$ cat src/rtl/srw_pkg.sv
// Shared constants, types and modular helpers for the selective-repeat window engine.
package srw_pkg;

  localparam int SEQ_SPACE = 16;
  localparam int WINDOW    = 8;
  localparam int SEQ_W     = $clog2(SEQ_SPACE);
  localparam int TXW       = (WINDOW < SEQ_SPACE) ? WINDOW : SEQ_SPACE - 1;
  localparam int RXW       = (WINDOW < SEQ_SPACE) ? WINDOW : SEQ_SPACE;
  localparam int RUN_W     = $clog2(RXW + 1);

  typedef logic [SEQ_W-1:0] seq_t;
  typedef logic [SEQ_W:0]   dist_t;
  typedef logic [RUN_W-1:0] run_t;

  localparam dist_t TXW_D  = dist_t'(TXW);
  localparam dist_t RXW_D  = dist_t'(RXW);
  localparam run_t  RXW_R  = run_t'(RXW);
  localparam seq_t  SEQ_TOP = seq_t'(SEQ_SPACE - 1);

  // Request kinds
  localparam logic [1:0] REQ_APP  = 2'd0;
  localparam logic [1:0] REQ_ACK  = 2'd1;
  localparam logic [1:0] REQ_DATA = 2'd2;
  localparam logic [1:0] REQ_TMO  = 2'd3;

  // Result actions
  localparam logic [2:0] ACT_SEND    = 3'd0;
  localparam logic [2:0] ACT_ACK     = 3'd1;
  localparam logic [2:0] ACT_DELIVER = 3'd2;
  localparam logic [2:0] ACT_FULL    = 3'd3;
  localparam logic [2:0] ACT_ACCEPT  = 3'd4;
  localparam logic [2:0] ACT_IGNORE  = 3'd5;

  // Port of one mark memory
  typedef struct packed {
    logic wr_en;
    seq_t wr_addr;
    logic wr_data;
    seq_t rd_addr;
  } mark_req_t;

  // Modular distance a - b over the sequence space
  function automatic dist_t seq_dist(seq_t a, seq_t b);
    dist_t d;
    if (a >= b) begin
      d = dist_t'(a) - dist_t'(b);
    end else begin
      d = dist_t'(a) + dist_t'(SEQ_SPACE) - dist_t'(b);
    end
    return d;
  endfunction

  function automatic seq_t seq_inc(seq_t a);
    seq_t r;
    if (a == SEQ_TOP) begin
      r = '0;
    end else begin
      r = a + seq_t'(1);
    end
    return r;
  endfunction

endpackage

$ cat src/rtl/srw_mark_mem.sv
// One-bit-wide mark memory, one write and one registered read per cycle.
module srw_mark_mem (
  input  logic              clk,
  input  srw_pkg::mark_req_t req,
  output logic              rd_data
);
  import srw_pkg::*;

  logic mem [SEQ_SPACE];
  logic rd_data_r;

  always_ff @(posedge clk) begin
    if (req.wr_en) begin
      mem[req.wr_addr] <= req.wr_data;
    end
    rd_data_r <= mem[req.rd_addr];
  end

  assign rd_data = rd_data_r;

endmodule

$ cat src/rtl/selective_repeat_window_engine_core.sv
// Selective-repeat window engine: sequencer over the ack and receive mark memories.
//
//  channel   ports                                             transfer when
//  -------   -----------------------------------------------   ---------------------
//  input     start, busy, in_req_type, in_seq_number            start && !busy
//  result    out_valid, out_action, out_seq, out_start_timer,   out_valid (one cycle)
//            out_stop_timer, out_last
//
// An app packet, a timeout, a stray ack or data that is not marked is answered
// from the check state, which then returns to idle. An accepted ack goes on through
// the read and walk states and slides one mark per walk step; marked data walks the
// same way and delivers one number per step. The walks are set by the one read
// port of each mark memory. After reset the block sweeps both memories clear
// with busy high. Results are never held off; each shows for exactly one cycle.
module selective_repeat_window_engine_core (
  input  logic             clk,
  input  logic             rst_n,
  input  logic             start,
  output logic             busy,
  input  logic [1:0]       in_req_type,
  input  logic [3:0]       in_seq_number,
  output logic             out_valid,
  output logic [2:0]       out_action,
  output logic [3:0]       out_seq,
  output logic             out_start_timer,
  output logic             out_stop_timer,
  output logic             out_last
);
  import srw_pkg::*;

  localparam logic [2:0] S_CLR  = 3'd0;
  localparam logic [2:0] S_IDLE = 3'd1;
  localparam logic [2:0] S_CHK  = 3'd2;
  localparam logic [2:0] S_WRD  = 3'd3;
  localparam logic [2:0] S_WCHK = 3'd4;

  logic [2:0] state_r, state_nxt;
  seq_t       clr_r, clr_nxt;
  seq_t       tx_base_r, tx_base_nxt;
  seq_t       tx_next_r, tx_next_nxt;
  seq_t       rx_base_r, rx_base_nxt;
  logic [1:0] req_r, req_nxt;
  seq_t       seq_r, seq_nxt;
  run_t       run_r, run_nxt;

  logic       ov_r, ov_nxt;
  logic [2:0] act_r, act_nxt;
  seq_t       oseq_r, oseq_nxt;
  logic       st_r, st_nxt;
  logic       ct_r, ct_nxt;
  logic       last_r, last_nxt;

  mark_req_t  ack_req, rcv_req;
  logic       ack_rd, rcv_rd;
  dist_t      outstanding;
  logic       tx_hit;
  logic       rx_hit;

  srw_mark_mem u_ack_mem (.clk(clk), .req(ack_req), .rd_data(ack_rd));
  srw_mark_mem u_rcv_mem (.clk(clk), .req(rcv_req), .rd_data(rcv_rd));

  assign outstanding = seq_dist(tx_next_r, tx_base_r);
  assign tx_hit = (seq_dist(seq_r, tx_base_r) < outstanding) && !ack_rd;
  assign rx_hit = (seq_dist(seq_r, rx_base_r) < RXW_D) && !rcv_rd;

  always_comb begin
    state_nxt   = state_r;
    clr_nxt     = clr_r;
    tx_base_nxt = tx_base_r;
    tx_next_nxt = tx_next_r;
    rx_base_nxt = rx_base_r;
    req_nxt     = req_r;
    seq_nxt     = seq_r;
    run_nxt     = run_r;
    ov_nxt      = 1'b0;
    act_nxt     = act_r;
    oseq_nxt    = oseq_r;
    st_nxt      = 1'b0;
    ct_nxt      = 1'b0;
    last_nxt    = 1'b0;
    ack_req     = '{wr_en: 1'b0, wr_addr: seq_r, wr_data: 1'b0,
                    rd_addr: in_seq_number[SEQ_W-1:0]};
    rcv_req     = ack_req;

    case (state_r)
      S_CLR: begin
        ack_req.wr_en   = 1'b1;
        ack_req.wr_addr = clr_r;
        rcv_req.wr_en   = 1'b1;
        rcv_req.wr_addr = clr_r;
        clr_nxt         = seq_inc(clr_r);
        if (clr_r == SEQ_TOP) begin
          state_nxt = S_IDLE;
        end
      end
      S_IDLE: begin
        if (start) begin
          req_nxt   = in_req_type;
          seq_nxt   = in_seq_number[SEQ_W-1:0];
          state_nxt = S_CHK;
        end
      end
      S_CHK: begin
        ov_nxt    = 1'b1;
        last_nxt  = 1'b1;
        oseq_nxt  = seq_r;
        state_nxt = S_IDLE;
        case (req_r)
          REQ_APP: begin
            oseq_nxt = tx_next_r;
            if (outstanding < TXW_D) begin
              ack_req.wr_en   = 1'b1;
              ack_req.wr_addr = tx_next_r;
              act_nxt         = ACT_SEND;
              st_nxt          = 1'b1;
              tx_next_nxt     = seq_inc(tx_next_r);
            end else begin
              act_nxt = ACT_FULL;
            end
          end
          REQ_ACK: begin
            if (tx_hit) begin
              ack_req.wr_en   = 1'b1;
              ack_req.wr_data = 1'b1;
              act_nxt         = ACT_ACCEPT;
              ct_nxt          = 1'b1;
              state_nxt       = S_WRD;
            end else begin
              act_nxt = ACT_IGNORE;
            end
          end
          REQ_DATA: begin
            if (rx_hit) begin
              // Mark now, report once the in-order run is walked
              rcv_req.wr_en   = 1'b1;
              rcv_req.wr_data = 1'b1;
              ov_nxt          = 1'b0;
              last_nxt        = 1'b0;
              run_nxt         = '0;
              state_nxt       = S_WRD;
            end else begin
              act_nxt = ACT_ACK;
            end
          end
          default: begin
            if (tx_hit) begin
              act_nxt = ACT_SEND;
              st_nxt  = 1'b1;
            end else begin
              act_nxt = ACT_IGNORE;
            end
          end
        endcase
      end
      S_WRD: begin
        ack_req.rd_addr = tx_base_r;
        rcv_req.rd_addr = rx_base_r;
        state_nxt       = S_WCHK;
      end
      S_WCHK: begin
        if (req_r == REQ_ACK) begin
          // Slide the transmit base over acked numbers
          if ((tx_base_r != tx_next_r) && ack_rd) begin
            ack_req.wr_en   = 1'b1;
            ack_req.wr_addr = tx_base_r;
            ack_req.rd_addr = seq_inc(tx_base_r);
            tx_base_nxt     = seq_inc(tx_base_r);
          end else begin
            state_nxt = S_IDLE;
          end
        end else begin
          ov_nxt = 1'b1;
          if ((run_r < RXW_R) && rcv_rd) begin
            rcv_req.wr_en   = 1'b1;
            rcv_req.wr_addr = rx_base_r;
            rcv_req.rd_addr = seq_inc(rx_base_r);
            act_nxt         = ACT_DELIVER;
            oseq_nxt        = rx_base_r;
            rx_base_nxt     = seq_inc(rx_base_r);
            run_nxt         = run_r + run_t'(1);
          end else begin
            act_nxt   = ACT_ACK;
            oseq_nxt  = seq_r;
            last_nxt  = 1'b1;
            state_nxt = S_IDLE;
          end
        end
      end
      default: begin
        state_nxt = S_IDLE;
      end
    endcase
  end

  always_ff @(posedge clk) begin
    if (!rst_n) begin
      state_r   <= S_CLR;
      clr_r     <= '0;
      tx_base_r <= '0;
      tx_next_r <= '0;
      rx_base_r <= '0;
      ov_r      <= 1'b0;
    end else begin
      state_r   <= state_nxt;
      clr_r     <= clr_nxt;
      tx_base_r <= tx_base_nxt;
      tx_next_r <= tx_next_nxt;
      rx_base_r <= rx_base_nxt;
      ov_r      <= ov_nxt;
    end
  end

  always_ff @(posedge clk) begin
    req_r  <= req_nxt;
    seq_r  <= seq_nxt;
    run_r  <= run_nxt;
    act_r  <= act_nxt;
    oseq_r <= oseq_nxt;
    st_r   <= st_nxt;
    ct_r   <= ct_nxt;
    last_r <= last_nxt;
  end

  assign busy             = (state_r != S_IDLE);
  assign out_valid        = ov_r;
  assign out_action       = act_r;
  assign out_seq          = 4'(oseq_r);
  assign out_start_timer  = st_r;
  assign out_stop_timer   = ct_r;
  assign out_last         = last_r;

endmodule

$ cat config.mk
export PLATFORM = sky130hd
export DESIGN_NAME = selective_repeat_window_engine_core
export DESIGN_NICKNAME = d
export VERILOG_FILES = /design/src/rtl/srw_pkg.sv /design/src/rtl/srw_mark_mem.sv /design/src/rtl/selective_repeat_window_engine_core.sv
export SDC_FILE = /design/constraint.sdc
export NUM_CORES = 1
export LEC_CHECK = 0
export BUFFER_PORTS_ARGS = -buffer_cell sky130_fd_sc_hd__buf_2
export CORE_MARGIN = 5
export CORE_UTILIZATION = 60
export CTS_BUF_LIST = sky130_fd_sc_hd__clkbuf_8 sky130_fd_sc_hd__clkbuf_16
export CTS_CLUSTER_SIZE = 14
export DETAILED_ROUTE_END_ITERATION = 7
export GPL_ROUTABILITY_DRIVEN = 0
export GPL_TIMING_DRIVEN = 0
export PLACE_DENSITY = 0.78
export SETUP_SLACK_MARGIN = 0.02
export SLEW_MARGIN = 20
export SYNTH_ARGS = -nofsm -noshare
export SYNTH_HDL_FRONTEND = slang
export SYNTH_SLANG_ARGS = --single-unit
$ cat constraint.sdc
create_clock -name clk -period 6.89 [get_ports clk]
set_clock_uncertainty 0.2 [all_clocks]
set_input_delay 0.689 -clock clk [delete_from_list [all_inputs] [get_ports clk]]
set_output_delay 0.689 -clock clk [all_outputs]
set_load 0.03 [all_outputs]
==> results of run 1 <==
-- worst max-delay path by stage --
| stage | startpoint | to | slack [ns] | cells after the start |
|---|---|---|---|---|
| 3_3_place_gp | tx_base_r[1] | u_ack_mem.mem[12] | 3.20 | 16 |
| 4_1_cts | tx_base_r[1] | u_ack_mem.mem[9] | 3.08 | 16 |
| 3_5_place_dp | tx_base_r[1] | u_ack_mem.mem[9] | 3.10 | 16 |
| 2_1_floorplan | tx_base_r[1] | u_ack_mem.mem[10] | 3.54 | 16 |
| 6_report | tx_base_r[1] | u_ack_mem.mem[9] | 3.04 | 16 |
| 5_1_grt | tx_base_r[1] | u_ack_mem.mem[11] | 2.82 | 16 |
-- where the power goes --
group / leakage [nW] / total (mW) / internal, mW / switching (mW)
Sequential: 0.630 / 0.578 / 0.543 / 0.0350
Combinational: 1.04 / 0.493 / 0.166 / 0.327
Clock: 0.114 / 0.399 / 0.212 / 0.188
Total: 1.79 / 1.47 / 0.920 / 0.550
-- per-layer routing --
| metal | global-route usage (%) | share of wire, % | vias to the layer above |
|---|---|---|---|
| li1 | - | - | 1740 |
| met1 | 34.10 | 43 | 1733 |
| met2 | 40.43 | 46 | 190 |
| met3 | 5.004 | 8.3 | 28 |
| met4 | 10.31 | 2.7 | 0 |
| met5 | 0 | 0 | - |
-- layout make-up --
cell class | instances | area [um2]
timing repair buffer | 19 | 95.09
buffer | 10 | 40.04
tap | 99 | 123.9
multi-input combinational | 343 | 2370
fill | 595 | 2342
inverter | 21 | 78.83
sequential | 74 | 1972
clock buffer | 9 | 123.9
clock inverter | 7 | 107.6
-- metrics by stage --
stage,total power [mW],instance area (um2),hold WS (ns),instances
floorplan,0.9414,4454,0.2857,448
global placement,1.049,4673,0.3027,566
detailed placement,1.070,4673,0.3352,566
CTS,1.463,4905,0.2948,582
global route,1.552,4911,0.2917,582
finish,1.470,4911,0.3003,582
-- cells in the final DEF, fill, tap and decap left out, types with 7 or more instances in the layout --
cell type and instances:
nor3_1 24, a31oi_1 7, xnor2_1 7, ha_1 25, nor2_1 38, a21oi_1 23, o22ai_1 7, inv_1 21
clkbuf_8 9, dfxtp_1 25, edfxtp_1 49, clkbuf_1 7, a21boi_0 7, mux2i_1 25, nand3_1 11, buf_2 21
nor2b_1 13, or3_1 7, nand2_1 39, nand2b_1 8, o21ai_0 12
-- flip-flops by register name, indices dropped and copies added (netlist names), 2 cells and up --
register       count
req_r              2
tx_next_r          4
seq_r              4
state_r            3
u_rcv_mem.mem     16
rx_base_r          4
clr_r              4
tx_base_r          4
out_seq            4
run_r              4
u_ack_mem.mem     16
out_action         3
-- worst reg2reg max path: cells and delay by family (launching register included) --
kind,cells,cell delay [ns]
flip-flops,1,0.40
adder cells (fa/ha/maj),2,0.59
AO/OA/AOI/OAI,5,1.02
AND/OR/NAND/NOR,8,1.15
buffers and inverters,1,0.18
-- kinds of logic after synthesis --
family,share of synthesized area (%)
AND/OR/NAND/NOR,18.51
AO/OA/AOI/OAI,18.79
flip-flops,44.27
buffers and inverters,2.669
adder cells (fa/ha/maj),7.921
multiplexers,5.871
XOR/XNOR,1.966
==> results.json, run 1 <==
{
  "firstDrtPassIters": 5,
  "slowest_stage": "dfxtp_1",
  "period_share_pct": 55.94,
  "rrSetupSlack_ns": 3.04,
  "rsz0062_at_grt": "false",
  "hpwlAfterDp_um": 7973,
  "clock.fmax_mhz": 259.5,
  "timing.critical_path.to_type": "flip-flop",
  "syn_avg_cell_area_um2": 9.943,
  "synth_top_area_cell": "edfxtp_1",
  "grt_first_pass_wirelength_um": 17560,
  "synth_area_um2": 4454,
  "setup_tns_ns": 0,
  "grt_util_all_layers_pct": 25.47,
  "start_util_pct": 61.41,
  "status": "completed",
  "max-vdd-ir-drop_v": 0.0002347,
  "fin_ws_ns": 3.036,
  "clock-sinks": 74,
  "drt-initial-drc-count": 384,
  "coreArea_um2": 7253,
  "fin_util_pct": 67.71,
  "layout-drive-gt1-share_pct": 10.97,
  "clock_path_buffers": 2,
  "diodes": 0,
  "r2r-end": "u_ack_mem.mem[9]",
  "synth_most_common_cell": "edfxtp_1",
  "area_delta_synth_final_pct": 10.25,
  "reg2reg_from": "tx_base_r[1]",
  "grt_pass1_vias": 3519,
  "synth_top_area_share_pct": 33.03,
  "cts_resized": 0,
  "p_per_area_nw_per_um2": 299.3,
  "overflow": 0,
  "synth_area_leaders": "edfxtp_1 (33%), dfxtp_1 (11%), ha_1 (7.0%), mux2i_1 (5.6%), nand2_1 (3.3%)",
  "hold_end": "req_r[0]",
  "viasPerCell": 6.342,
  "clockRootBuffer": "clkbuf_8",
  "dr_total_vias": 3691,
  "ant_nets": 0,
  "grt_max_degree": 19,
  "place_ws_ns": 3.104,
  "path_max_fanout": 8,
  "crit_arrival_ns": 3.71,
  "nNetsFinal": 514,
  "io_pins": 21,
  "critPathLaunchType": "flip-flop",
  "syn_nets": 484,
  "hold_path.class": "input pin to flip-flop",
  "fin_crit_ns": 3.854,
  "tightest_slew_ns": 1.107,
  "wl_per_cell_um": 18.73,
  "die_w_um": 96.16,
  "async_flop_share_pct": 0,
  "drc": 0,
  "numCtsBuffers": 9,
  "synth_seq_cells": 74,
  "cap_violations": 0,
  "synth-edff-count": 49,
  "cts_hold_buf": 0,
  "slew_headroom_pct": 26.06,
  "antenna_found_initial": 0,
  "crit_buf_inv": 1,
  "cp.required_ns": 6.74,
  "worst_path_dominant_cell_family": "simple AND/OR/NAND/NOR gates",
  "htreeDepth": 3,
  "holdPathStages": 1,
  "ys.flop_type": "edfxtp_1",
  "cts_tree": "yes",
  "yosys-top-cells-count": "edfxtp_1 (49), nand2_1 (39), nor2_1 (38)",
  "critPathKind": "flip-flop to flip-flop",
  "totalWireLength_um": 10900,
  "dieArea_um2": 9247,
  "setup_viol": 0,
  "port_buffers": 19,
  "p_leak_nw": 1.789,
  "clk_latency_ns": 0.36,
  "row_count": 31,
  "drv_slew": 0,
  "ff2ff_path_depth": 16,
  "syn_inst": 448,
  "hold_viol": 0,
  "ys_types": 65,
  "post_cts_buffers": 0,
  "yosys_warnings": 0,
  "crit_top_cell": "nand2_1",
  "crit_chain": "inv_1, ha_1, nor2b_1, o21a_1, or2_2, nand2_1, nand2_1, nand2_1, o2111ai_1, ha_1, nor2_1, nand2_1, a21o_1, a21oi_1, o21bai_1, nor3_1",
  "clkTransAtPathRegs_ns": 0.09,
  "worstHoldStart": "in_req_type[0]",
  "synth-seq-area-share_pct": 44.27,
  "slowest_delay_ns": 0.40,
  "die_y_um": 96.16
}
(Power assumes the default switching activity.)
==> run 2, diff against run 1 <==
--- a/config.mk
+++ b/config.mk
@@ -7,13 +7,13 @@
 export LEC_CHECK = 0
 export BUFFER_PORTS_ARGS = -buffer_cell sky130_fd_sc_hd__buf_2
 export CORE_MARGIN = 5
-export CORE_UTILIZATION = 60
+export CORE_UTILIZATION = 56
 export CTS_BUF_LIST = sky130_fd_sc_hd__clkbuf_8 sky130_fd_sc_hd__clkbuf_16
 export CTS_CLUSTER_SIZE = 14
 export DETAILED_ROUTE_END_ITERATION = 7
 export GPL_ROUTABILITY_DRIVEN = 0
 export GPL_TIMING_DRIVEN = 0
-export PLACE_DENSITY = 0.78
+export PLACE_DENSITY = 0.77
 export SETUP_SLACK_MARGIN = 0.02
 export SLEW_MARGIN = 20
 export SYNTH_ARGS = -nofsm -noshare
==> constraint.sdc (replaced) <==
create_clock -name clk -period 3.1 [get_ports clk]
set_clock_uncertainty 0.2 [all_clocks]
set_input_delay 0.31 -clock clk [delete_from_list [all_inputs] [get_ports clk]]
set_output_delay 0.31 -clock clk [all_outputs]
set_load 0.03 [all_outputs]
==> run 2 against run 1 <==
  * The flow now finishes with violations (setup timing)
  * Critical path depth is 5 lower
  * Sequential share of layout area down 2.8 points
  * Non-clock buffer count grew 16
  * Final cell count grew 3.3%
  * Final area rose by 8.6%
  * Clock power is 87% higher
  * Clock-buffer cell count did not move
  * First-iteration DRC count up 33%
  * Wire length is 3.2% higher
  * Core utilization up 1.3 points
  * Critical endpoint is now u_ack_mem.mem[13]
  * Largest cell class unchanged
  * Highest routed layer unchanged
==> results.json, run 2 (same netlist as run 1, synthesis figures left out) <==
{
  "layout_commonest_cell": "edfxtp_1",
  "hold_viol": 0,
  "clockRootBuffer": "clkbuf_8",
  "critPathKind": "flip-flop to flip-flop",
  "row_count": 32,
  "hold_end": "seq_r[1]",
  "diodes": 0,
  "start_util_pct": 57.64,
  "fin_crit_ns": 3.236,
  "reg2reg_from": "seq_r[0]",
  "hold_path.class": "input pin to flip-flop",
  "clock_path_buffers": 2,
  "drc": 0,
  "p_leak_nw": 1.898,
  "max-vdd-ir-drop_v": 0.0003880,
  "crit_arrival_ns": 3.09,
  "reg_top3": "u_ack_mem.mem: 16 flops, u_rcv_mem.mem: 16 flops",
  "die_y_um": 99.19,
  "cp.required_ns": 2.95,
  "dp.cells": 569,
  "holdWs_ns": 0.04085,
  "htreeDepth": 3,
  "setup_viol": 34,
  "layout_common_cells": "edfxtp_1 (49), nor2_1 (36), nand2_1 (36)",
  "instances_no_fill": 601,
  "rrSetupSlack_ns": -0.14,
  "critPathLaunchType": "flip-flop",
  "rsz0062_at_grt": "true",
  "slew_headroom_pct": 37.64,
  "nNetsFinal": 530,
  "wl_per_cell_um": 18.72,
  "layout-drive-gt1-share_pct": 25.05,
  "antenna_found_initial": 0,
  "violations": "setup timing",
  "coreArea_um2": 7727,
  "multi_input_area_um2": 2651,
  "p_per_area_nw_per_um2": 639.8,
  "io_pins": 21,
  "r2r-end": "u_ack_mem.mem[13]",
  "grt_util_all_layers_pct": 23.75,
  "totalWireLength_um": 11250,
  "drt-initial-drc-count": 509,
  "holdPathStages": 1,
  "status": "finished with violations",
  "grt_max_degree": 18,
  "clock-sinks": 74,
  "tightest_slew_ns": 0.9333,
  "dieArea_um2": 9838,
  "period_share_pct": 104.4,
  "cts_tree": "yes",
  "dr_total_vias": 3840,
  "fillerInstances": 581,
  "drv_slew": 0,
  "clk_latency_ns": 0.35,
  "numCtsBuffers": 9,
  "port_buffers": 19,
  "ant_nets": 0,
  "grt_first_pass_wirelength_um": 18490,
  "overflow": 0,
  "cap_violations": 0,
  "die_w_um": 99.19,
  "area_delta_synth_final_pct": 19.72,
  "timing.critical_path.to_type": "flip-flop",
  "ff2ff_path_depth": 11,
  "path_max_fanout": 8,
  "clock.fmax_mhz": 309.1,
  "grt_pass1_vias": 3637,
  "firstDrtPassIters": 6,
  "hpwlAfterDp_um": 7906,
  "fin_ws_ns": -0.1356,
  "clkTransAtPathRegs_ns": 0.08,
  "worstHoldStart": "in_seq_number[1]",
  "viasPerCell": 6.389,
  "regArea_um2": 1992
}
-- run 2: changes by cell type in the layout (fill, tap and decap cells not counted), sizes merged --
cell	change
clkinv	+3
clkinvlp	+1
dlygate4sd3	+5
inv	-3
clkbuf	-3
buf	+14
bufinv	-1
-- run 2: layout make-up --
class                           count  area share [%]
Multi-Input combinational cell    343           49.72
Sequential cell                    74           37.35
Timing Repair Buffer               38           4.693
Tap cell                          102           2.393
Clock buffer                        9           2.323
Inverter                           21           1.689
Clock inverter                      7           1.290
Buffer                              7          0.5397
-- run 2: what timing repair did --
action | 4_1_cts | 5_1_grt
hold buffers | 5 | 0
setup buffers | 13 | 1
resized for setup | 46 | 15
pin swaps | 12 | 13
setup endpoints to repair | 51 | 53
endpoints found under the hold margin | 5 | 0
-- run 2: through the flow --
| stage | setup TNS [ns] | power [mW] | util (%) | area (um2) | setup WS, ns |
|---|---|---|---|---|---|
| floorplan | 0 | 2.115 | - | 4517 | 0.02577 |
| global placement | -12.30 | 2.365 | 61.33 | 4740 | -0.3527 |
| detailed placement | -16.06 | 2.412 | 61.33 | 4740 | -0.4454 |
| CTS | -1.109 | 3.311 | 68.07 | 5260 | -0.1346 |
| global route | -7.723 | 3.593 | 69.01 | 5333 | -0.2496 |
| finish | -1.525 | 3.412 | 69.01 | 5333 | -0.1356 |
-- run 2: metal layers --
layer | global-route usage [%] | vias up | share of wire [%]
met5 | 0 | - | 0
met4 | 10.50 | 0 | 3.6
met3 | 3.997 | 41 | 7.4
met2 | 37.45 | 187 | 47
met1 | 32.25 | 1831 | 42
li1 | - | 1781 | -
-- run 2: worst max path at each step --
stage | endpoint | from | slack (ns) | cells past startpoint
2_1_floorplan | u_ack_mem.mem[1] | seq_r[0] | 0.03 | 11
3_3_place_gp | u_rcv_mem.mem[9] | rx_base_r[2] | -0.35 | 11
3_5_place_dp | u_rcv_mem.mem[9] | rx_base_r[1] | -0.45 | 11
4_1_cts | u_ack_mem.mem[0] | seq_r[0] | -0.13 | 11
5_1_grt | u_ack_mem.mem[15] | tx_base_r[1] | -0.25 | 16
6_report | u_ack_mem.mem[13] | seq_r[0] | -0.14 | 11
-- run 2: report_power, final --
part / leakage (nW) / switching, mW / internal [mW] / total (mW)
sequential: 0.635 / 0.0751 / 1.20 / 1.28
combinational: 1.16 / 0.912 / 0.476 / 1.39
clock: 0.101 / 0.375 / 0.370 / 0.746
total: 1.90 / 1.36 / 2.05 / 3.41
-- run 2: worst max-delay path, stage by stage, from the launching register on --
cell	delay, ns
edfxtp_1	0.43
inv_2	0.12
ha_4	0.13
inv_2	0.04
fa_2	0.55
ha_4	0.20
a211o_1	0.25
a31o_2	0.22
a21o_1	0.21
a21oi_4	0.21
o21bai_4	0.17
nor3_2	0.21
